## src/rtl/rip_pkg.sv

```systemverilog
// Shared types, character codes and classification helpers for the
// regular-expression infix-to-prefix converter. No dependencies.
package rip_pkg;

    localparam logic [7:0] CH_STAR = 8'h2A;
    localparam logic [7:0] CH_DOT  = 8'h2E;
    localparam logic [7:0] CH_PLUS = 8'h2B;
    localparam logic [7:0] CH_LPAR = 8'h28;
    localparam logic [7:0] CH_RPAR = 8'h29;

    localparam logic [1:0] RANK_NONE = 2'd0;
    localparam logic [1:0] RANK_PLUS = 2'd1;
    localparam logic [1:0] RANK_DOT  = 2'd2;
    localparam logic [1:0] RANK_STAR = 2'd3;

    localparam int Q_DEPTH = 4;
    localparam int Q_AW    = 2;

    typedef enum logic [2:0] {
        CLS_SYM,
        CLS_OPEN,
        CLS_CLOSE,
        CLS_OP,
        CLS_IGN
    } t_cls;

    typedef struct packed {
        logic [7:0] ch;
        t_cls       cls;
    } t_sym;

    typedef struct packed {
        t_sym sym;
        logic last;
    } t_tok;

    typedef struct packed {
        logic [7:0] in_char;
        logic       in_last;
    } t_item;

    typedef struct packed {
        logic [7:0] out_char;
        logic       out_last;
        logic       out_empty;
        logic       out_overflow;
    } t_result;

    function automatic logic [1:0] rank_of(input logic [7:0] ch);
        logic [1:0] r;
        r = RANK_NONE;
        if (ch == CH_STAR) r = RANK_STAR;
        else if (ch == CH_DOT) r = RANK_DOT;
        else if (ch == CH_PLUS) r = RANK_PLUS;
        return r;
    endfunction

    // Mirrors the parentheses, then sorts the character into its class.
    function automatic t_sym classify(input logic [7:0] ch);
        t_sym s;
        s.ch = ch;
        if (ch == CH_LPAR) s.ch = CH_RPAR;
        else if (ch == CH_RPAR) s.ch = CH_LPAR;
        if ((s.ch >= 8'h61 && s.ch <= 8'h7A) || (s.ch >= 8'h41 && s.ch <= 8'h5A) ||
            (s.ch >= 8'h30 && s.ch <= 8'h39)) begin
            s.cls = CLS_SYM;
        end else if (s.ch == CH_LPAR) begin
            s.cls = CLS_OPEN;
        end else if (s.ch == CH_RPAR) begin
            s.cls = CLS_CLOSE;
        end else if (rank_of(s.ch) != RANK_NONE) begin
            s.cls = CLS_OP;
        end else begin
            s.cls = CLS_IGN;
        end
        return s;
    endfunction

endpackage

```

## src/rtl/rip_front.sv

```systemverilog
// Input side of the converter: accepts characters and classifies them.
// Depends on rip_pkg.
module rip_front import rip_pkg::*; (
    input  logic  i_push,
    input  t_item i_item,
    input  logic  i_q_full,
    output logic  o_full,
    output logic  o_q_push,
    output t_tok  o_q_tok
);

    assign o_full      = i_q_full;
    assign o_q_push    = i_push && !i_q_full;
    assign o_q_tok.sym = classify(i_item.in_char);
    assign o_q_tok.last = i_item.in_last;

endmodule

```

## src/rtl/rip_queue.sv

```systemverilog
// Short token queue between the front and back parts of the converter.
// Depends on rip_pkg.
module rip_queue import rip_pkg::*; (
    input  logic i_clk,
    input  logic i_rst_n,
    input  logic i_push,
    input  t_tok i_tok,
    input  logic i_pop,
    output logic o_full,
    output logic o_valid,
    output t_tok o_tok
);

    t_tok              r_mem [Q_DEPTH];
    logic [Q_AW-1:0]   r_wp;
    logic [Q_AW-1:0]   r_rp;
    logic [Q_AW:0]     r_cnt;

    assign o_full  = (r_cnt == (Q_AW+1)'(Q_DEPTH));
    assign o_valid = (r_cnt != '0);
    assign o_tok   = r_mem[r_rp];

    always_ff @(posedge i_clk) begin
        if (i_push) begin
            r_mem[r_wp] <= i_tok;
        end
    end

    always_ff @(posedge i_clk) begin
        if (!i_rst_n) begin
            r_wp  <= '0;
            r_rp  <= '0;
            r_cnt <= '0;
        end else begin
            if (i_push) r_wp <= r_wp + 1'b1;
            if (i_pop) r_rp <= r_rp + 1'b1;
            r_cnt <= r_cnt + (Q_AW+1)'(i_push) - (Q_AW+1)'(i_pop);
        end
    end

    assert property (@(posedge i_clk) disable iff (!i_rst_n) !(i_push && o_full))
        else $error("token queue written while full");

endmodule

```

## src/rtl/rip_back.sv

```systemverilog
// Back part of the converter: text store, operator stack, result store,
// conversion sequencer and the output register. Depends on rip_pkg.
module rip_back import rip_pkg::*; #(
    parameter int MAX_LEN = 64
) (
    input  logic    i_clk,
    input  logic    i_rst_n,
    input  logic    i_q_valid,
    input  t_tok    i_q_tok,
    output logic    o_q_pop,
    input  logic    i_pop,
    output logic    o_empty,
    output t_result o_result
);

    localparam int CW = $clog2(MAX_LEN + 1);
    localparam int AW = $clog2(MAX_LEN);
    localparam logic [CW-1:0] LIMIT = CW'(MAX_LEN);

    typedef enum logic [3:0] {
        ST_LOAD,
        ST_CHK,
        ST_RD,
        ST_EX,
        ST_PCLOSE,
        ST_PSTAR,
        ST_PLOW,
        ST_DRAIN,
        ST_NONE,
        ST_ERD,
        ST_EWR
    } t_state;

    // Sequencer registers.
    t_state          r_state, n_state;
    logic [CW-1:0]   r_count, n_count;
    logic            r_ovf, n_ovf;
    logic [CW-1:0]   r_i, n_i;
    logic [7:0]      r_cur, n_cur;
    logic [CW-1:0]   r_sp, n_sp;
    logic [7:0]      r_top, n_top;
    logic [CW-1:0]   r_rcount, n_rcount;
    logic [AW-1:0]   r_k, n_k;
    logic            r_out_valid, n_out_valid;
    t_result         r_out, n_out;

    // Stores.
    t_sym            r_text [MAX_LEN];
    t_sym            r_tdata;
    logic [7:0]      r_stack [MAX_LEN];
    logic [7:0]      r_below;
    logic [7:0]      r_res [MAX_LEN];
    logic [7:0]      r_rdata;

    logic            txt_we;
    logic            push_en, push_ok, pop_en, sp_clear;
    logic [7:0]      push_data;
    logic            emit_req, res_we;
    logic [7:0]      emit_ch;
    logic            stk_we;
    logic [CW-1:0]   stk_wa_full, stk_ra_full, rc_m1;
    logic            slot_free;
    logic            finish;
    logic [1:0]      top_rank, cur_rank, held_rank;

    assign top_rank  = rank_of(r_top);
    assign cur_rank  = rank_of(r_tdata.ch);
    assign held_rank = rank_of(r_cur);
    assign slot_free = !r_out_valid || i_pop;
    assign rc_m1     = r_rcount - CW'(1);

    always_comb begin
        n_state   = r_state;
        n_count   = r_count;
        n_ovf     = r_ovf;
        n_i       = r_i;
        n_cur     = r_cur;
        n_k       = r_k;
        n_out     = r_out;
        o_q_pop   = 1'b0;
        txt_we    = 1'b0;
        push_en   = 1'b0;
        push_data = r_cur;
        pop_en    = 1'b0;
        sp_clear  = 1'b0;
        emit_req  = 1'b0;
        emit_ch   = r_top;
        finish    = 1'b0;
        n_out_valid = (i_pop) ? 1'b0 : r_out_valid;

        case (r_state)
            ST_LOAD: begin
                if (i_q_valid) begin
                    o_q_pop = 1'b1;
                    if (r_count < LIMIT) begin
                        txt_we  = 1'b1;
                        n_count = r_count + CW'(1);
                    end else begin
                        n_ovf = 1'b1;
                    end
                    if (i_q_tok.last) begin
                        n_i      = n_count;
                        sp_clear = 1'b1;
                        n_state  = ST_CHK;
                    end
                end
            end
            ST_CHK: begin
                if (r_i == '0) begin
                    n_state = ST_DRAIN;
                end else begin
                    n_i     = r_i - CW'(1);
                    n_state = ST_RD;
                end
            end
            ST_RD: begin
                n_state = ST_EX;
            end
            ST_EX: begin
                n_cur   = r_tdata.ch;
                n_state = ST_CHK;
                case (r_tdata.cls)
                    CLS_SYM: begin
                        emit_req = 1'b1;
                        emit_ch  = r_tdata.ch;
                    end
                    CLS_OPEN: begin
                        push_en   = 1'b1;
                        push_data = r_tdata.ch;
                    end
                    CLS_CLOSE: begin
                        n_state = ST_PCLOSE;
                    end
                    CLS_OP: begin
                        if (r_sp == '0 || cur_rank > top_rank) begin
                            push_en   = 1'b1;
                            push_data = r_tdata.ch;
                        end else if (cur_rank == top_rank && r_tdata.ch == CH_STAR) begin
                            n_state = ST_PSTAR;
                        end else if (cur_rank == top_rank) begin
                            push_en   = 1'b1;
                            push_data = r_tdata.ch;
                        end else begin
                            n_state = ST_PLOW;
                        end
                    end
                    default: begin
                    end
                endcase
            end
            ST_PCLOSE: begin
                if (r_sp != '0 && r_top != CH_LPAR) begin
                    pop_en   = 1'b1;
                    emit_req = 1'b1;
                end else begin
                    if (r_sp != '0) pop_en = 1'b1;
                    n_state = ST_CHK;
                end
            end
            ST_PSTAR: begin
                if (r_sp != '0 && top_rank == RANK_STAR) begin
                    pop_en   = 1'b1;
                    emit_req = 1'b1;
                end else begin
                    push_en = 1'b1;
                    n_state = ST_CHK;
                end
            end
            ST_PLOW: begin
                if (r_sp != '0 && held_rank < top_rank) begin
                    pop_en   = 1'b1;
                    emit_req = 1'b1;
                end else begin
                    push_en = 1'b1;
                    n_state = ST_CHK;
                end
            end
            ST_DRAIN: begin
                if (r_sp != '0) begin
                    pop_en   = 1'b1;
                    emit_req = 1'b1;
                end else if (r_rcount == '0) begin
                    n_state = ST_NONE;
                end else begin
                    n_k     = rc_m1[AW-1:0];
                    n_state = ST_ERD;
                end
            end
            ST_NONE: begin
                if (slot_free) begin
                    n_out_valid        = 1'b1;
                    n_out.out_char     = 8'h00;
                    n_out.out_last     = 1'b1;
                    n_out.out_empty    = 1'b1;
                    n_out.out_overflow = r_ovf;
                    finish             = 1'b1;
                end
            end
            ST_ERD: begin
                n_state = ST_EWR;
            end
            ST_EWR: begin
                if (slot_free) begin
                    n_out_valid        = 1'b1;
                    n_out.out_char     = r_rdata;
                    n_out.out_last     = (r_k == '0);
                    n_out.out_empty    = 1'b0;
                    n_out.out_overflow = r_ovf;
                    if (r_k == '0) begin
                        finish = 1'b1;
                    end else begin
                        n_k     = r_k - AW'(1);
                        n_state = ST_ERD;
                    end
                end
            end
            default: begin
                n_state = ST_LOAD;
            end
        endcase

        if (finish) begin
            n_state = ST_LOAD;
            n_count = '0;
            n_ovf   = 1'b0;
        end
    end

    // Stack and result-store bookkeeping.
    assign push_ok  = push_en && (r_sp < LIMIT);
    assign res_we   = emit_req && emit_ch != CH_LPAR && emit_ch != CH_RPAR &&
                      (r_rcount < LIMIT);
    assign n_rcount = sp_clear ? '0 : r_rcount + CW'(res_we);
    assign n_sp     = sp_clear ? '0 : r_sp + CW'(push_ok) - CW'(pop_en);
    assign n_top    = push_ok ? push_data : (pop_en ? r_below : r_top);
    assign stk_we      = push_ok && (r_sp != '0);
    assign stk_wa_full = r_sp - CW'(1);
    assign stk_ra_full = n_sp - CW'(2);

    always_ff @(posedge i_clk) begin
        if (txt_we) begin
            r_text[r_count[AW-1:0]] <= i_q_tok.sym;
        end
        r_tdata <= r_text[r_i[AW-1:0]];
    end

    // The entry below the top is prefetched; a push writes the old top
    // into exactly the slot being prefetched, so it is forwarded.
    always_ff @(posedge i_clk) begin
        if (stk_we) begin
            r_stack[stk_wa_full[AW-1:0]] <= r_top;
        end
        r_below <= stk_we ? r_top : r_stack[stk_ra_full[AW-1:0]];
    end

    always_ff @(posedge i_clk) begin
        if (res_we) begin
            r_res[r_rcount[AW-1:0]] <= emit_ch;
        end
        r_rdata <= r_res[r_k];
    end

    always_ff @(posedge i_clk) begin
        if (!i_rst_n) begin
            r_state     <= ST_LOAD;
            r_count     <= '0;
            r_ovf       <= 1'b0;
            r_i         <= '0;
            r_sp        <= '0;
            r_rcount    <= '0;
            r_k         <= '0;
            r_out_valid <= 1'b0;
        end else begin
            r_state     <= n_state;
            r_count     <= n_count;
            r_ovf       <= n_ovf;
            r_i         <= n_i;
            r_sp        <= n_sp;
            r_rcount    <= n_rcount;
            r_k         <= n_k;
            r_out_valid <= n_out_valid;
        end
        r_cur <= n_cur;
        r_top <= n_top;
        r_out <= n_out;
    end

    assign o_empty  = !r_out_valid;
    assign o_result = r_out;

    assert property (@(posedge i_clk) disable iff (!i_rst_n) r_sp <= LIMIT)
        else $error("operator stack pointer beyond its depth");
    assert property (@(posedge i_clk) disable iff (!i_rst_n)
        r_count <= LIMIT && r_rcount <= LIMIT)
        else $error("text or result count beyond its depth");
    assert property (@(posedge i_clk) disable iff (!i_rst_n) pop_en |-> r_sp != '0)
        else $error("operator stack popped while empty");
    assert property (@(posedge i_clk) disable iff (!i_rst_n)
        (r_out_valid && r_out.out_empty) |-> r_out.out_last)
        else $error("empty-prefix transaction without last flag");
    assert property (@(posedge i_clk) disable iff (!i_rst_n)
        (r_state != ST_LOAD) |=> (r_count == $past(r_count) || r_count == '0))
        else $error("text count changed during conversion");

endmodule

```

## src/rtl/regex_infix_to_prefix.sv

```systemverilog
// Top level of the regular-expression infix-to-prefix converter.
// Depends on rip_pkg, rip_front, rip_queue and rip_back.
//
//   Channel   Handshake          Payload    Transaction moves
//   --------  -----------------  ---------  ------------------------------------
//   input     push / full        i_item     one infix character plus last flag
//   result    empty / pop        o_result   one prefix character with flags
//
// Characters are taken one per cycle while the four-entry token queue has room.
// Once the last character arrives, the back part scans the stored text
// backwards through a check, a read and an execute state per character;
// closing marks and operators that must pop the stack first pass through a
// popping state, and the scan ends by draining the stack, one entry per cycle.
// Results then leave one at a time via the registered result-store read.
// Reset is synchronous and active low and needs no clearing pass.
// Either side may stall freely: the output register holds a result until it is
// popped, and the queue takes up to four characters while conversion runs.
module regex_infix_to_prefix import rip_pkg::*; #(
    parameter int MAX_LEN = 64
) (
    input  logic    i_clk,
    input  logic    i_rst_n,
    input  logic    push,
    output logic    full,
    input  t_item   i_item,
    output logic    empty,
    input  logic    pop,
    output t_result o_result
);

    logic q_full;
    logic q_push;
    t_tok q_in_tok;
    logic q_valid;
    t_tok q_out_tok;
    logic q_pop;

    // The front part classifies each character and mirrors parentheses so
    // that the back part only has to scan the text backwards.
    rip_front u_front (
        .i_push   (push),
        .i_item   (i_item),
        .i_q_full (q_full),
        .o_full   (full),
        .o_q_push (q_push),
        .o_q_tok  (q_in_tok)
    );

    rip_queue u_queue (
        .i_clk   (i_clk),
        .i_rst_n (i_rst_n),
        .i_push  (q_push),
        .i_tok   (q_in_tok),
        .i_pop   (q_pop),
        .o_full  (q_full),
        .o_valid (q_valid),
        .o_tok   (q_out_tok)
    );

    // The back part stores the text, runs the precedence stack, and emits
    // the reversed output through its result register.
    rip_back #(
        .MAX_LEN (MAX_LEN)
    ) u_back (
        .i_clk     (i_clk),
        .i_rst_n   (i_rst_n),
        .i_q_valid (q_valid),
        .i_q_tok   (q_out_tok),
        .o_q_pop   (q_pop),
        .i_pop     (pop),
        .o_empty   (empty),
        .o_result  (o_result)
    );

endmodule
```

## config.mk

```make
export PLATFORM = sky130hd
export DESIGN_NAME = regex_infix_to_prefix
export DESIGN_NICKNAME = d
export VERILOG_FILES = /design/src/rtl/rip_pkg.sv /design/src/rtl/rip_front.sv /design/src/rtl/rip_queue.sv /design/src/rtl/rip_back.sv /design/src/rtl/regex_infix_to_prefix.sv
export SDC_FILE = /design/constraint.sdc
export NUM_CORES = 2
export LEC_CHECK = 0
export BUFFER_PORTS_ARGS = -buffer_cell sky130_fd_sc_hd__buf_2
export CAP_MARGIN = 20
export CORE_ASPECT_RATIO = 0.8
export CORE_MARGIN = 2
export CORE_UTILIZATION = 30
export CTS_BUF_LIST = sky130_fd_sc_hd__clkbuf_16
export DETAILED_ROUTE_END_ITERATION = 10
export PLACE_DENSITY_LB_ADDON = 0.2
export SLEW_MARGIN = 20
export SYNTH_ARGS = -nofsm -noshare
export SYNTH_HDL_FRONTEND = slang
export SYNTH_SLANG_ARGS = --single-unit
```

## constraint.sdc

```tcl
create_clock -name i_clk -period 6.55 [get_ports i_clk]
set_clock_uncertainty 0.1 [all_clocks]
set_input_delay 1.965 -clock i_clk [delete_from_list [all_inputs] [get_ports i_clk]]
set_output_delay 1.965 -clock i_clk [all_outputs]
set_load 0.005 [all_outputs]
```

==> metrics.cfg <==
[floorplan]
start_util_pct=30.2
die_w_um=562
core_mm2=0.247
ios=26
die-area_mm2=0.253
chipHeight_um=450
rows=163

[sta]
setup_violations=0
drv_slew=0
setup_ws_ps=460
tightestPinTransition_ps=1130
fin_setup_tns_ps=0
hold_violations=0
relSlewSlack_pct=24.4
fmax_ghz=0.164
rsz0062_at_grt=false
period_share_pct=93.0
min_period_ps=6090

[route]
wirelength_um=198000
viasPerCell=5.05
wire_per_inst_um=26.1
drtAntennaViolNets=0
route.vias.total=38300
drt_drc_violations_left=0
drt_first_pass_iters=6
drt_iter0_markers=3683

[yosys]
async_reset_ff_share_pct=0
synth-seq-area-share_pct=74.5
yosysWarnings=0
synth_cells=3946
synth_cell_types=100
ys_ff_latch=1879
synthFlopType=edfxtp_1
synth_edf_count=1803
syn-num-nets=3989
syn_area_per_cell_um2=18.9
synth_area_mm2=0.0747

[placement]
post-place-ws_ps=553
port_buffers=25
gp_congestion=0.824
dp.cells=7234
hpwl_um=118000

[power_and_ir_drop]
p_leak_nw=26.0
vdd_drop_max_mv=0.362
p_sw_share_pct=32.2
power_density_mw_per_mm2=401
p_int_mw=23.2
power_frac_clock_pct=30.7
p_comb_share_pct=26.8
seqPwrFrac_pct=42.5
switchingPower_mw=11.1
finalPower_mw=34.3

[layout]
fill_cells=23300
utilization_pct=34.6
final_cells=7586
nets=4176
drive_above_1_share_pct=23.5
area.growth.synth_to_final_pct=14.6

[cts]
cts_setup_buffers=0
ctsHoldBuffers=0
ctsRootBufferMaster=clkbuf_16
path_clk_slew_ps=60
numCtsBuffers=197
h-tree-depth=4
clock-sinks=1879
clkLatencyLatePin_ps=850
clockBufferDepth=4
cts-resized-gates=0
cts_tree=done

[global_route]
grt_start_max_net_pins=88
grt_pass1_vias=38000
gr-total-overflow=0
grt_pass1_wl_um=285000
grt_usage_pct=15.3
antenna_found_initial=9

[critical_path]
r2r_cells=24
cp_top_family=simple AND/OR/NAND/NOR gates
cpPeakStageDelay_ps=600
slowest_stage=fa_2
critPathBufInv=4
worst-path-stages=24
cp_cell_sequence=nor4b_1 -> nand2_1 -> nor2_1 -> nand2_1 -> ha_1 -> and4b_1 -> nand4b_1 -> a31oi_1 -> o41ai_4 -> nor2_4 -> inv_1 -> ha_4 -> inv_1 -> fa_2 -> a31oi_4 -> inv_2 -> ha_4 -> buf_4 -> o21ai_0 -> a21oi_1 -> or2b_1 -> and3_1 -> nor4_1 -> a211oi_2
cp_max_fo=54
end_kind=flip-flop
cp.required_ps=7160
cp-start-kind=flip-flop
regToRegSetupSlack_ps=460
critPathArrivalTime_ps=6700
path_class=reg -> reg

[worst_hold_path]
whs_path_depth=0
hold_class=reg -> reg

[job]
cap_viol_max_count=0

[run_status]
status=completed

power groups by stage:
stage,registers (mW),logic (mW),clock network [mW]
after floorplan,14.6,5.95,0
after global placement,14.9,9.17,0
after detailed placement,14.9,9.25,0
after CTS,14.6,9.26,10.8
after global routing,14.6,9.87,11.3
final,14.6,9.20,10.5
layout by cell type, fill, tap and decap left out, drive strengths merged, types with 9 or more instances in the layout:
| cell type | netlist | final |
|---|---|---|
| a21oi | 163 | 163 |
| mux2i | 140 | 140 |
| clkbuf | 125 | 198 |
| o221ai | 12 | 12 |
| nor2 | 239 | 239 |
| and2 | 19 | 19 |
| or2 | 9 | 9 |
| o31ai | 11 | 11 |
| o21ai | 114 | 114 |
| inv | 40 | 91 |
| nand3 | 36 | 36 |
| a211oi | 20 | 20 |
| ha | 28 | 28 |
| a31oi | 9 | 9 |
| a211o | 15 | 15 |
| a221o | 32 | 32 |
| o311ai | 15 | 15 |
| nand2 | 93 | 93 |
| mux2 | 72 | 72 |
| buf | 121 | 234 |
| o22ai | 40 | 40 |
| edfxtp | 1803 | 1803 |
| nor3 | 92 | 92 |
| dfxtp | 76 | 76 |
| xor2 | 10 | 10 |
| xnor2 | 25 | 25 |
| bufinv | 0 | 9 |
| mux4 | 366 | 366 |
| nand2b | 27 | 27 |
| a22oi | 14 | 14 |
| nand3b | 10 | 10 |
| a221oi | 34 | 34 |
| nor2b | 20 | 20 |
| clkinv | 0 | 89 |
metrics by stage:
stage | hold WS (ps) | area [µm²]
global route | 397 | 85600
CTS | 384 | 85600
detailed placement | 369 | 79700
global placement | 363 | 79700
finish | 392 | 85600
floorplan | 309 | 74700
metal layers:
| metal | routed length (µm) | up-vias | share of wire (%) | track usage (%) |
|---|---|---|---|---|
| met2 | 84200 | 1252 | 43 | 21.9 |
| met3 | 13000 | 266 | 6.6 | 3.22 |
| met1 | 96200 | 20300 | 49 | 23.7 |
| met5 | 11 | - | 0.0056 | 0 |
| met4 | 4260 | 2 | 2.2 | 3.50 |
| li1 | - | 16500 | - | - |
synthesized netlist by cell type (6+ instances only):
| cell | n | area (µm²) |
|---|---|---|
| a31oi_1 | 7 | 43.8 |
| mux2i_1 | 140 | 1400 |
| xnor2_1 | 24 | 210 |
| o311ai_1 | 7 | 61.3 |
| buf_2 | 60 | 300 |
| nand3_1 | 32 | 160 |
| nand3b_1 | 10 | 75.1 |
| nand2b_1 | 27 | 169 |
| o22ai_1 | 40 | 250 |
| and3_1 | 6 | 37.5 |
| o221ai_1 | 12 | 105 |
| or3b_2 | 6 | 52.6 |
| nor2_1 | 235 | 882 |
| nor4_1 | 6 | 37.5 |
| a221o_1 | 32 | 320 |
| buf_6 | 14 | 158 |
| a21oi_1 | 162 | 811 |
| a221oi_1 | 34 | 298 |
| o32ai_1 | 7 | 61.3 |
| edfxtp_1 | 1803 | 54100 |
| o211ai_1 | 6 | 45.0 |
| nor3_1 | 92 | 460 |
| a31o_1 | 7 | 61.3 |
| inv_1 | 37 | 139 |
| o31ai_1 | 10 | 75.1 |
| mux2_2 | 72 | 811 |
| mux4_2 | 366 | 8240 |
| and2_1 | 19 | 119 |
| xor2_1 | 9 | 78.8 |
| buf_1 | 38 | 143 |
| o21ai_0 | 96 | 480 |
| o21ai_1 | 16 | 80.1 |
| a211o_1 | 15 | 131 |
| nor2b_1 | 20 | 125 |
| a211oi_1 | 18 | 135 |
| buf_4 | 9 | 67.6 |
| a22oi_1 | 14 | 105 |
| nand2_1 | 92 | 345 |
| dfxtp_1 | 76 | 1520 |
| ha_1 | 28 | 350 |
| clkbuf_1 | 125 | 469 |
| o311ai_0 | 8 | 70.1 |
sequential cells by signal, summed over array words and instances, names as in the netlist, 8 cells and up, named ones only:
register         flops
u_back.r_text      704
u_back.r_top         8
u_back.r_cur         8
u_back.o_result     11
u_back.r_tdata      11
u_back.r_res       512
u_back.r_rdata       8
u_back.r_below       8
u_queue.r_mem       48
u_back.r_stack     512
worst paths after layout:
kind | endpoint | from
hold / removal | u_back.r_cur[4] | u_back.r_tdata[7]
hold reg to reg | u_back.r_cur[4] | u_back.r_tdata[7]
setup / recovery | u_back.r_below[5] | u_back.r_tdata[7]
setup reg to reg | u_back.r_below[5] | u_back.r_tdata[7]
cells by family (layout without fill, tap and decap cells):
logic type / after synthesis / count (layout) / share of synthesized area [%]
and+or+nand+nor: 598 / 598 / 3.94
AOI/OAI and AO/OA: 539 / 539 / 4.84
DFF: 1879 / 1879 / 74.5
muxes: 578 / 578 / 14.0
adders and majority gates: 31 / 31 / 0.536
other: 0 / 3 / 0
buffers and inverters: 286 / 623 / 1.72
xor gates and xnor gates: 35 / 35 / 0.431
layout make-up:
class                      instances  area, µm²  share of cell area (%)
antenna                            3       7.51                 0.00877
clock buffer                     198       4950                    5.79
clock inverter                   151        975                    1.14
inverter                          40        150                   0.175
multi-input combinational       1781      17900                    20.9
sequential                      1879      55700                    65.0
tap                             3300       4130                    4.82
timing repair buffer             234       1830                    2.14
worst register-to-register path, cell delays in order, from the launching register on:
cell and delay [ps]:
dfxtp_1 330, nor4b_1 480, nand2_1 140, nor2_1 150, nand2_1 80, ha_1 280, and4b_1 190, nand4b_1 150
a31oi_1 390, o41ai_4 130, nor2_4 350, inv_1 140, ha_4 190, inv_1 70, fa_2 600, a31oi_4 230
inv_2 90, ha_4 280, buf_4 460, o21ai_0 180, a21oi_1 190, or2b_1 260, and3_1 180, nor4_1 290
a211oi_2 80
Power figures use the tool's default switching activity.
